### src/rtl/pmsd_pkg.sv
// pmsd_pkg: shared constants, types and socket remap for the patch matrix scan block
// used by pmsd_front, pmsd_queue, pmsd_back and the top level
package pmsd_pkg;

    localparam int NUM_JACKS   = 32;
    localparam int CODE_BITS   = 8;
    localparam int SENSE_W     = 32;
    localparam int PHASE_W     = 3;
    localparam int SOCK_W      = 8;
    localparam int DEST_W      = 6;
    localparam int COUNT_W     = 2;
    localparam int QUEUE_DEPTH = 2;

    localparam int JACK_W     = (NUM_JACKS > 1) ? $clog2(NUM_JACKS) : 1;
    localparam int CODE_IDX_W = $clog2(CODE_BITS);
    localparam int PAD_W      = (NUM_JACKS > SENSE_W) ? NUM_JACKS : SENSE_W;
    localparam int QPTR_W     = (QUEUE_DEPTH > 1) ? $clog2(QUEUE_DEPTH) : 1;
    localparam int QCNT_W     = QPTR_W + 1;

    localparam logic [PHASE_W-1:0] LAST_PHASE = PHASE_W'(CODE_BITS - 1);
    localparam logic [COUNT_W-1:0] COUNT_MAX  = 2'd3;
    localparam logic [COUNT_W-1:0] COUNT_FIRE = 2'd2;
    localparam logic [SOCK_W-1:0]  DEST_BASE  = 8'd32;

    localparam logic KIND_CONNECT    = 1'b0;
    localparam logic KIND_DISCONNECT = 1'b1;

    typedef logic [NUM_JACKS-1:0][CODE_BITS-1:0] t_codes;

    typedef struct packed {
        logic full;
        logic empty;
    } t_q_stat;

    typedef enum logic {
        S_IDLE,
        S_EMIT
    } t_back_state;

    // reverse the position within a group of eight
    function automatic logic [SOCK_W-1:0] f_remap(input logic [SOCK_W-1:0] s);
        return {s[SOCK_W-1:3], ~s[2:0]};
    endfunction

endpackage

### src/rtl/pmsd_front.sv
// pmsd_front: takes scan phase beats and assembles one code per jack
// pushes each finished sweep into the queue; depends on pmsd_pkg
module pmsd_front import pmsd_pkg::*; (
    input  logic              i_clk,
    input  logic              i_rst_n,
    input  logic              i_valid,
    output logic              o_stall,
    input  logic [SENSE_W-1:0] i_sense_bits,
    input  t_q_stat           i_q_stat,
    output logic              o_push,
    output t_codes            o_push_codes
);

    logic [PHASE_W-1:0] r_phase, n_phase;
    t_codes             r_asm, n_asm;
    logic [PAD_W-1:0]   sense_pad;
    logic               accept;
    logic               last_phase;

    assign sense_pad  = PAD_W'(i_sense_bits);
    assign last_phase = (r_phase == LAST_PHASE);
    assign o_stall    = last_phase && i_q_stat.full;
    assign accept     = i_valid && !o_stall;

    always_comb begin
        for (int j = 0; j < NUM_JACKS; j++) begin
            for (int b = 0; b < CODE_BITS; b++) begin
                if (r_phase[CODE_IDX_W-1:0] == CODE_IDX_W'(b)) begin
                    n_asm[j][b] = sense_pad[j];
                end else begin
                    n_asm[j][b] = r_asm[j][b];
                end
            end
        end
    end

    assign n_phase      = last_phase ? '0 : r_phase + PHASE_W'(1);
    assign o_push       = accept && last_phase;
    assign o_push_codes = n_asm;

    always_ff @(posedge i_clk) begin
        if (!i_rst_n) begin
            r_phase <= '0;
            r_asm   <= '0;
        end else if (accept) begin
            r_phase <= n_phase;
            r_asm   <= n_asm;
        end
    end

endmodule

### src/rtl/pmsd_queue.sv
// pmsd_queue: short register queue of finished sweeps between front and back
// depends on pmsd_pkg
module pmsd_queue import pmsd_pkg::*; (
    input  logic    i_clk,
    input  logic    i_rst_n,
    input  logic    i_push,
    input  t_codes  i_push_codes,
    input  logic    i_pop,
    output t_codes  o_head,
    output t_q_stat o_stat
);

    t_codes            r_mem [QUEUE_DEPTH];
    logic [QPTR_W-1:0] r_wp, r_rp;
    logic [QCNT_W-1:0] r_cnt;
    logic              do_push, do_pop;

    assign o_stat.full  = (r_cnt == QCNT_W'(QUEUE_DEPTH));
    assign o_stat.empty = (r_cnt == '0);
    assign do_push      = i_push && !o_stat.full;
    assign do_pop       = i_pop && !o_stat.empty;
    assign o_head       = r_mem[r_rp];

    always_ff @(posedge i_clk) begin
        if (do_push) begin
            r_mem[r_wp] <= i_push_codes;
        end
    end

    always_ff @(posedge i_clk) begin
        if (!i_rst_n) begin
            r_wp  <= '0;
            r_rp  <= '0;
            r_cnt <= '0;
        end else begin
            if (do_push) begin
                r_wp <= (r_wp == QPTR_W'(QUEUE_DEPTH - 1)) ? '0 : r_wp + QPTR_W'(1);
            end
            if (do_pop) begin
                r_rp <= (r_rp == QPTR_W'(QUEUE_DEPTH - 1)) ? '0 : r_rp + QPTR_W'(1);
            end
            if (do_push && !do_pop) begin
                r_cnt <= r_cnt + QCNT_W'(1);
            end else if (do_pop && !do_push) begin
                r_cnt <= r_cnt - QCNT_W'(1);
            end
        end
    end

endmodule

### src/rtl/pmsd_back.sv
// pmsd_back: debounces one sweep for all jacks, then emits the events one jack a cycle
// if unstalled; holds per-jack debounce stores, output register; depends on pmsd_pkg
module pmsd_back import pmsd_pkg::*; (
    input  logic              i_clk,
    input  logic              i_rst_n,
    input  t_codes            i_head,
    input  t_q_stat           i_q_stat,
    output logic              o_pop,
    output logic              o_valid,
    input  logic              i_stall,
    output logic              o_event_kind,
    output logic [SOCK_W-1:0] o_source_socket,
    output logic [DEST_W-1:0] o_dest_socket,
    output logic              o_last_event
);

    t_back_state r_state, n_state;

    logic [CODE_BITS-1:0] r_prev  [NUM_JACKS];
    logic [COUNT_W-1:0]   r_count [NUM_JACKS];
    logic [CODE_BITS-1:0] r_acc   [NUM_JACKS];
    logic                 r_ev_kind [NUM_JACKS];
    logic [SOCK_W-1:0]    r_ev_src  [NUM_JACKS];

    logic [COUNT_W-1:0]   n_count  [NUM_JACKS];
    logic                 fire     [NUM_JACKS];
    logic                 ev_kind  [NUM_JACKS];
    logic [SOCK_W-1:0]    ev_src   [NUM_JACKS];
    logic [NUM_JACKS-1:0] ev_mask;

    logic [NUM_JACKS-1:0] r_mask, mask_rest;
    logic [JACK_W-1:0]    r_idx;
    logic                 r_o_valid;
    logic                 o_load, step, last_ev;
    logic [SOCK_W-1:0]    dest_full;

    // debounce every jack of the head sweep at once
    always_comb begin
        for (int j = 0; j < NUM_JACKS; j++) begin
            logic [SOCK_W-1:0] code_w, acc_w;
            code_w = SOCK_W'(i_head[j]);
            acc_w  = SOCK_W'(r_acc[j]);
            if (i_head[j] != r_prev[j]) begin
                n_count[j] = '0;
            end else if (r_count[j] != COUNT_MAX) begin
                n_count[j] = r_count[j] + COUNT_W'(1);
            end else begin
                n_count[j] = r_count[j];
            end
            fire[j] = (n_count[j] == COUNT_FIRE);
            if (code_w != '0) begin
                ev_kind[j] = KIND_CONNECT;
                ev_src[j]  = f_remap(code_w - SOCK_W'(1));
                ev_mask[j] = fire[j];
            end else begin
                ev_kind[j] = KIND_DISCONNECT;
                ev_src[j]  = f_remap(acc_w - SOCK_W'(1));
                ev_mask[j] = fire[j] && (acc_w != '0);
            end
        end
    end

    assign mask_rest = r_mask & ~(NUM_JACKS'(1) << r_idx);
    assign last_ev   = (mask_rest == '0);

    // next state
    always_comb begin
        n_state = r_state;
        unique case (r_state)
            S_IDLE: begin
                if (!i_q_stat.empty && (ev_mask != '0)) begin
                    n_state = S_EMIT;
                end
            end
            S_EMIT: begin
                if (o_load && last_ev) begin
                    n_state = S_IDLE;
                end
            end
            default: n_state = S_IDLE;
        endcase
    end

    // control outputs
    always_comb begin
        o_pop  = 1'b0;
        o_load = 1'b0;
        step   = 1'b0;
        unique case (r_state)
            S_IDLE: begin
                o_pop = !i_q_stat.empty;
            end
            S_EMIT: begin
                o_load = r_mask[r_idx] && (!r_o_valid || !i_stall);
                step   = !r_mask[r_idx] || o_load;
            end
            default: begin
                o_pop = 1'b0;
            end
        endcase
    end

    always_ff @(posedge i_clk) begin
        if (!i_rst_n) begin
            r_state <= S_IDLE;
            r_mask  <= '0;
            r_idx   <= '0;
            for (int j = 0; j < NUM_JACKS; j++) begin
                r_prev[j]  <= '0;
                r_count[j] <= '0;
                r_acc[j]   <= '0;
            end
        end else begin
            r_state <= n_state;
            if (o_pop) begin
                r_mask <= ev_mask;
                r_idx  <= '0;
                for (int j = 0; j < NUM_JACKS; j++) begin
                    r_prev[j]  <= i_head[j];
                    r_count[j] <= n_count[j];
                    if (fire[j]) begin
                        r_acc[j] <= i_head[j];
                    end
                end
            end else begin
                if (o_load) begin
                    r_mask <= mask_rest;
                end
                if (step && (r_idx != JACK_W'(NUM_JACKS - 1))) begin
                    r_idx <= r_idx + JACK_W'(1);
                end
            end
        end
    end

    always_ff @(posedge i_clk) begin
        if (o_pop) begin
            for (int j = 0; j < NUM_JACKS; j++) begin
                r_ev_kind[j] <= ev_kind[j];
                r_ev_src[j]  <= ev_src[j];
            end
        end
    end

    assign dest_full = f_remap(DEST_BASE + SOCK_W'(r_idx));

    always_ff @(posedge i_clk) begin
        if (!i_rst_n) begin
            r_o_valid <= 1'b0;
        end else if (o_load) begin
            r_o_valid <= 1'b1;
        end else if (!i_stall) begin
            r_o_valid <= 1'b0;
        end
    end

    always_ff @(posedge i_clk) begin
        if (o_load) begin
            o_event_kind    <= r_ev_kind[r_idx];
            o_source_socket <= r_ev_src[r_idx];
            o_dest_socket   <= dest_full[DEST_W-1:0];
            o_last_event    <= last_ev;
        end
    end

    assign o_valid = r_o_valid;

    // no pending events while waiting for a sweep
    a_idle_mask_empty: assert property (@(posedge i_clk) disable iff (!i_rst_n)
        (r_state == S_IDLE) |-> (r_mask == '0))
        else $error("pending events while idle");

    // a sweep with events always enters emission
    a_pop_to_emit: assert property (@(posedge i_clk) disable iff (!i_rst_n)
        (o_pop && (ev_mask != '0)) |=> (r_state == S_EMIT))
        else $error("sweep with events not emitted");

    // the beat flagged last leaves nothing behind
    a_last_clears: assert property (@(posedge i_clk) disable iff (!i_rst_n)
        (o_load && last_ev) |=> ((r_mask == '0) && (r_state == S_IDLE)))
        else $error("events left after last beat");

    // a new beat is never loaded over an unaccepted one
    a_no_overwrite: assert property (@(posedge i_clk) disable iff (!i_rst_n)
        o_load |-> (!r_o_valid || !i_stall))
        else $error("output beat overwritten");

endmodule

### src/rtl/patch_matrix_scan_debounce_unit.sv
// patch_matrix_scan_debounce_unit: top level of the patch matrix scan and debounce block
// joins pmsd_front, pmsd_queue and pmsd_back; depends on pmsd_pkg
//
//  channel   dir   handshake           payload
//  scan      in    i_valid / o_stall   i_sense_bits
//  event     out   o_valid / i_stall   o_event_kind, o_source_socket, o_dest_socket,
//                                      o_last_event
//
// phases 0..6 are taken one a cycle; phase 7 goes to a two-sweep queue
// the back end debounces all jacks of a sweep at once as it pops it, then walks the
// jacks one a cycle until the last event, halting at a jack with an event while stalled
// the scan side stalls only on phase 7 while the queue holds two sweeps
// event stalls hold the output register; reset clears all debounce stores at once
module patch_matrix_scan_debounce_unit import pmsd_pkg::*; (
    input  logic               i_clk,
    input  logic               i_rst_n,
    input  logic               i_valid,
    output logic               o_stall,
    input  logic [SENSE_W-1:0] i_sense_bits,
    output logic               o_valid,
    input  logic               i_stall,
    output logic               o_event_kind,
    output logic [SOCK_W-1:0]  o_source_socket,
    output logic [DEST_W-1:0]  o_dest_socket,
    output logic               o_last_event
);

    t_q_stat q_stat;
    logic    push, pop;
    t_codes  push_codes, head;

    pmsd_front u_front (
        .i_clk        (i_clk),
        .i_rst_n      (i_rst_n),
        .i_valid      (i_valid),
        .o_stall      (o_stall),
        .i_sense_bits (i_sense_bits),
        .i_q_stat     (q_stat),
        .o_push       (push),
        .o_push_codes (push_codes)
    );

    pmsd_queue u_queue (
        .i_clk        (i_clk),
        .i_rst_n      (i_rst_n),
        .i_push       (push),
        .i_push_codes (push_codes),
        .i_pop        (pop),
        .o_head       (head),
        .o_stat       (q_stat)
    );

    pmsd_back u_back (
        .i_clk           (i_clk),
        .i_rst_n         (i_rst_n),
        .i_head          (head),
        .i_q_stat        (q_stat),
        .o_pop           (pop),
        .o_valid         (o_valid),
        .i_stall         (i_stall),
        .o_event_kind    (o_event_kind),
        .o_source_socket (o_source_socket),
        .o_dest_socket   (o_dest_socket),
        .o_last_event    (o_last_event)
    );

endmodule
### config.mk
export PLATFORM = sky130hd
export DESIGN_NAME = patch_matrix_scan_debounce_unit
export DESIGN_NICKNAME = d
export VERILOG_FILES = /design/src/rtl/pmsd_pkg.sv /design/src/rtl/pmsd_front.sv /design/src/rtl/pmsd_queue.sv /design/src/rtl/pmsd_back.sv /design/src/rtl/patch_matrix_scan_debounce_unit.sv
export SDC_FILE = /design/constraint.sdc
export NUM_CORES = 2
export LEC_CHECK = 0
export BUFFER_PORTS_ARGS = -buffer_cell sky130_fd_sc_hd__clkbuf_2
export CAP_MARGIN = 15
export CORE_MARGIN = 3
export CORE_UTILIZATION = 37
export DETAILED_ROUTE_END_ITERATION = 10
export GPL_TIMING_DRIVEN = 1
export PLACE_DENSITY = 0.61
export SLEW_MARGIN = 25
export SYNTH_ARGS = -nofsm -noshare
export SYNTH_HDL_FRONTEND = slang
export SYNTH_SLANG_ARGS = --single-unit
### constraint.sdc
create_clock -name i_clk -period 18.7 [get_ports i_clk]
set_input_delay 0.935 -clock i_clk [delete_from_list [all_inputs] [get_ports i_clk]]
set_output_delay 0.935 -clock i_clk [all_outputs]
set_load 0.005 [all_outputs]
# == After elaboration in Yosys (flattened, before gate mapping) ==
# Memory sizes are Yosys's and may differ from the RTL's. A register that Yosys moved wholly into a read port is not among the register bits.
# Cells that the tools add are included.
# op_classes
n_addsub,103
magnitude_cmp,1
eq_ne,106
n_shift,1
muxes,666
n_bitwise,165
reduce_logical,124
# op_table
cell,n
2-to-1 mux 8 bit,96
nonzero test 8 bit,64
"subtractor 8 x 1 -> 8 bit, second input constant",64
2-to-1 mux 1 bit,467
inequality test 8 bit,32
2-to-1 mux 2 bit,98
NOT 3 bit,65
bitwise OR 1 bit,96
"adder 2 x 1 -> 2 bit, second input constant",33
"== test 2 bit, second input constant",33
2-to-1 mux 32 bit,2
"inequality test 2 bit, second input constant",32
logical AND 1 bit,43
bitwise AND 32 bit,1
zero test 32 bit,1
NOT 32 bit,1
nonzero test 32 bit,1
"<< shifter 1 x 5 -> 32 bit, first input constant",1
"== test 3 bit, second input constant",4
zero test 1 bit,8
"adder 6 x 5 -> 6 bit, first input constant",1
"== test 3 x 2 -> 1 bit, second input constant",2
"< comparator 5 x 6 -> 1 bit, second input constant",1
"adder 5 x 1 -> 5 bit, second input constant",1
15 further kinds,19
# word_totals
ff_bits,309
mem_bits_rw,1376
out_inout_bits,18
wordCells,1214
memories,6
# memory_table
memory,depth,width,read_ports,rd_ports_with_merged_regs,write_ports,line,source
u_queue.r_mem,2,256,1,1,1,pmsd_queue.sv:13,t_codes r_mem [QUEUE_DEPTH];
u_back.r_acc,32,8,32,0,32,pmsd_back.sv:21,logic [CODE_BITS-1:0] r_acc [NUM_JACKS];
u_back.r_ev_src,32,8,1,1,32,pmsd_back.sv:23,logic [SOCK_W-1:0] r_ev_src [NUM_JACKS];
u_back.r_prev,32,8,32,0,32,pmsd_back.sv:19,logic [CODE_BITS-1:0] r_prev [NUM_JACKS];
u_back.r_count,32,2,32,0,32,pmsd_back.sv:20,logic [COUNT_W-1:0] r_count [NUM_JACKS];
u_back.r_ev_kind,32,1,1,1,32,pmsd_back.sv:22,logic r_ev_kind [NUM_JACKS];

# == Logic depth before layout (Yosys ltp) ==
# depth
depth_word,10
ltp_mapped,16
ltp_nobuf,10

# == Cells and area by module ==
# A second synthesis with hierarchy kept.
# unflattened
cells_unflattened,6321
hier_area_um2,80649.8
# modules_own_cells
mod,instances,cells_each,area_per_inst_um2,seq_area_each_um2
pmsd_back,1,4248,49179.7,27176.1
pmsd_queue,1,821,18796.8,15474.8
pmsd_front,1,1252,12673.4,5185.0

# == Worst setup path before layout ==
# OpenSTA, ideal clock, no wires.
# synth_path
path_type,reg-to-reg
startpoint,reg u_queue.r_cnt[0]
endpoint,"mem u_back.r_count[0][0], enable pin"
setup_ns,0.809
arrival_ns,14.433
required_time_ns,17.891
slack_ns,3.458
stages_incl_launch_ff,8
path_cell_list,dfxtp_1 nor2_1 or2_2 clkbuf_1 clkinv_1 nor2_1 inv_1 clkbuf_1
# synth_lines
element,line,source
start: declaration,pmsd_queue.sv:15,logic [QCNT_W-1:0] r_cnt;
start signal: assignment,pmsd_queue.sv:43,r_cnt <= r_cnt + QCNT_W'(1);
start signal: assignment,pmsd_queue.sv:45,r_cnt <= r_cnt - QCNT_W'(1);
end: declaration,pmsd_back.sv:20,

==> summary.md <==
| Metric | Value |
|---|---|
| Lkg Pwr | around 0.030 uW |
| Most frequent cells after synthesis | 1,391 x edfxtp_1, 1,025 x nor2_1, 426 x xnor2_1 |
| Routed Wire Length | 199,000 um |
| Number of port buffers | 52 |
| Max Transition Viols Final | 0 |
| Post-route DRC | 0 |
| GRT overflow | 0 |
| Psw | 3220 uW |
| WHS | between 0.4 and 0.5 ns |
| Critical Path RT | between 15 and 20 ns |
| Wirelength per Cell | between 20 and 25 um |
| Post-CTS Hold Buffers | 0 |
| Comb pwr share | between 20% and 30% |
| GP Congestion | slightly below 0.9 |
| Top FF cell, synth | edfxtp_1 |
| CTS buffer count | 176 |
| Vias in the first global route | 47.6k |
| Register area share after synthesis | 61.4% |
| Worst Path Max Fanout | 109 |
| Crit end category | flip-flop |
| Clk slew on worst S/H paths | 0.06 ns |
| Dpl ws | 12.52 ns |
| Number of routed nets with antenna violations | 0 |
| Most frequent cell after synthesis | edfxtp_1 |
| FF-to-FF End | u_back.r_state |
| Core ar. | 208,000 um2 |
| Setup CP Type | flip-flop to flip-flop |
| Syn. warnings | 0 |
| DR iter-0 viols | 4,317 |
| Clk_skew | around 0.050 ns |
| Die ar. | 216,000 um2 |
| Worst Tran Pin Value | 1.11 ns |
| Rows | 167 |
| WHS Endpoint | u_front.r_asm[251] |
| Post-CTS setup buffer count | 0 |
| Synth unique cells | 86 |
| Tcrit/Tclk final | 33.0% |
| Post-Syn Instances | 6,094 |
| Global-route wire length before repair | 299,000 um |
| Internal power | 7890 uW |
| Number of synthesized flops with an enable pin | 1,391 |
| Status | complete, no violations |
| Final hold violations | 0 |
| Total GRT Usage | 18.1% |
| Max Cap Viol | 0 |
| Clock root cell | clkbuf_16 |
| Part of the power in registers | 48.2% |
| Peak supply drop | 0.109 mV |
| Worst hold path class | flip-flop to flip-flop |
| Routed vias/inst | 5.29 |
| Initial Util | a little under two fifths |
| PostCTS Resize Cnt | 0 |
| Cell depth of the worst hold path | 2 |
| Setup TNS Final | 0 ns |
| Final worst setup slack | 12.53 ns |
| #FFs+latches synth | between 1.5k and 2k |
| Worst EP arrival | just under 7 ns |
| Largest area contributor in the netlist | edfxtp_1 |
| Largest net degree at the start of global routing | 174 |
| Syn avg cell area | about 13 um2 |
| Worst-Skew Late Latency | around 0.82 ns |
| Final setup viols | 0 |
| Cell Area, Synth | 77,900 um2 |
| Reg-to-reg slack, setup | 12.53 ns |
| Longest Clk Path Bufs | 3 |
| DP HPWL | 131,000 um |
| Power Density | 128 nW/um2 |
| Die Y | 465 um |
| Hold path startpoint | u_front.r_asm[251] |
| CTS tree | yes |
| Post-Syn Nets | 6,210 |
| Peak Freq | 162 MHz |
| Asr flop ratio synth | 0% |
| Final nets | about 6.3k |
| Layout cell share with drive strength beyond 1 | 15.6% |
| Synthesis-to-finish area growth | 11.7% |
| Initial antenna violation count | 24 |
| R2r worst-path depth | 13 |
| Top-area cell type share of the netlist area | 53.6% |
| Initial DRT Pass Iterations | 8 |
| Crit start category | flip-flop |
| Switching Fraction | 29.0% |
| Clock sinks | 1,694 |
| Clock share of power | 31.6% |
| I/O pin cnt | 54 |
| Tmin final | 6.17 ns |
| Slew margin rel. | 26.1% |
| Htree depth | 4 |
| Top post-synthesis cells by area | edfxtp_1 54%, dfxtp_1 7.8%, nor2_1 4.9% |
| Vias | 48.1k |
| DIE WIDTH | 465 um |
| RSZ-0062 raised after global routing | false |
## cells by family (layout without fill, tap and decap cells)
kind of cell | Yosys count | after routing | synth area share (%)
AOI/OAI and AO/OA | 533 | 533 | 4.28
xor gates and xnor gates | 573 | 573 | 6.44
adders and majority gates | 80 | 80 | 1.28
buffers and inverters | 340 | 545 | 2.14
DFF | 1694 | 1694 | 61.4
muxes | 708 | 708 | 11.7
other | 1 | 4 | 0.00481
and+or+nand+nor | 2165 | 2165 | 12.8
## layout make-up
type | instances | area (um2)
diodes | 3 | 7.51
clock buffers | 236 | 4850
clock inverters | 93 | 973
fillers | 19000 | 121000
inverters | 92 | 368
multi-input cells | 4060 | 28600
flip-flops and latches | 1694 | 47800
well taps | 2788 | 3490
repair buffers | 124 | 888
## worst max-delay path by stage
stage	endpoint	slack [ns]	from	cells past startpoint
5_1_grt	u_back.r_state	12.19	flip-flop	13
2_1_floorplan	u_back.r_count[0][0]	3.46	u_queue.r_cnt[0]	7
4_1_cts	u_back.r_state	12.51	flip-flop	13
6_report	u_back.r_state	12.53	flip-flop	13
3_3_place_gp	u_back.r_state	12.72	flip-flop	13
3_5_place_dp	u_back.r_state	12.52	flip-flop	13
## state kept, by name (all words and copies together) (netlist names), 32 cells and up, named ones only
signal / cells
u_queue.r_mem: 512
u_back.r_acc: 256
u_back.r_ev_src: 256
u_back.r_prev: 256
u_front.r_asm: 256
u_back.r_count: 64
u_back.r_ev_kind: 32
u_back.r_mask: 32
## power groups by stage
stage | sequential (uW) | clock (uW) | combinational, uW
after floorplan | 5410 | 0 | 1630
after global placement | 5410 | 0 | 2210
after detailed placement | 5420 | 0 | 2240
after CTS | 5360 | 3580 | 2250
after global routing | 5420 | 3730 | 2410
final | 5350 | 3510 | 2240
## through the flow
stage	instances	cell area (um2)	util [%]	power, uW
after global placement	8757	81100	39.0	7610
after detailed placement	8758	81200	39.0	7660
final	9090	87100	41.8	11100
after floorplan	6094	77900	-	7030
after CTS	9087	87100	41.8	11200
after global routing	9089	87100	41.8	11600
## cell usage in the layout, fill, tap and decap left out, types with 65 or more instances in the layout
cell type and count:
xnor2_1 426, nand2_1 379, nor2_1 1024, o21ai_0 85, nor4_1 74, buf_4 65
ha_1 78, clkbuf_16 177, mux2_2 317, inv_1 88, mux2i_1 221, mux4_2 100
nand3_1 78, dfxtp_1 300, a21oi_1 217, edfxtp_1 1391, nor3_1 289, xor2_1 147
## per-layer routing
layer	part of all wire, %	track usage [%]
met2	47	29.4
met3	5.4	2.64
met1	45	25.3
met5	0.032	0
met4	2.0	4.53
## critical path, cell delays in order, from the launching register on
cell and delay (ns):
dfxtp_4 0.58, buf_12 0.49, buf_4 0.65, buf_4 0.68, mux2i_1 0.50, ha_1 0.27, nor4b_1 0.39, o21a_1 0.27
and4_1 0.45, nor4b_1 0.43, o32ai_1 0.35, nor4_1 0.36, a41oi_1 0.15, o21a_1 0.22
Power figures use the tool's default switching activity.
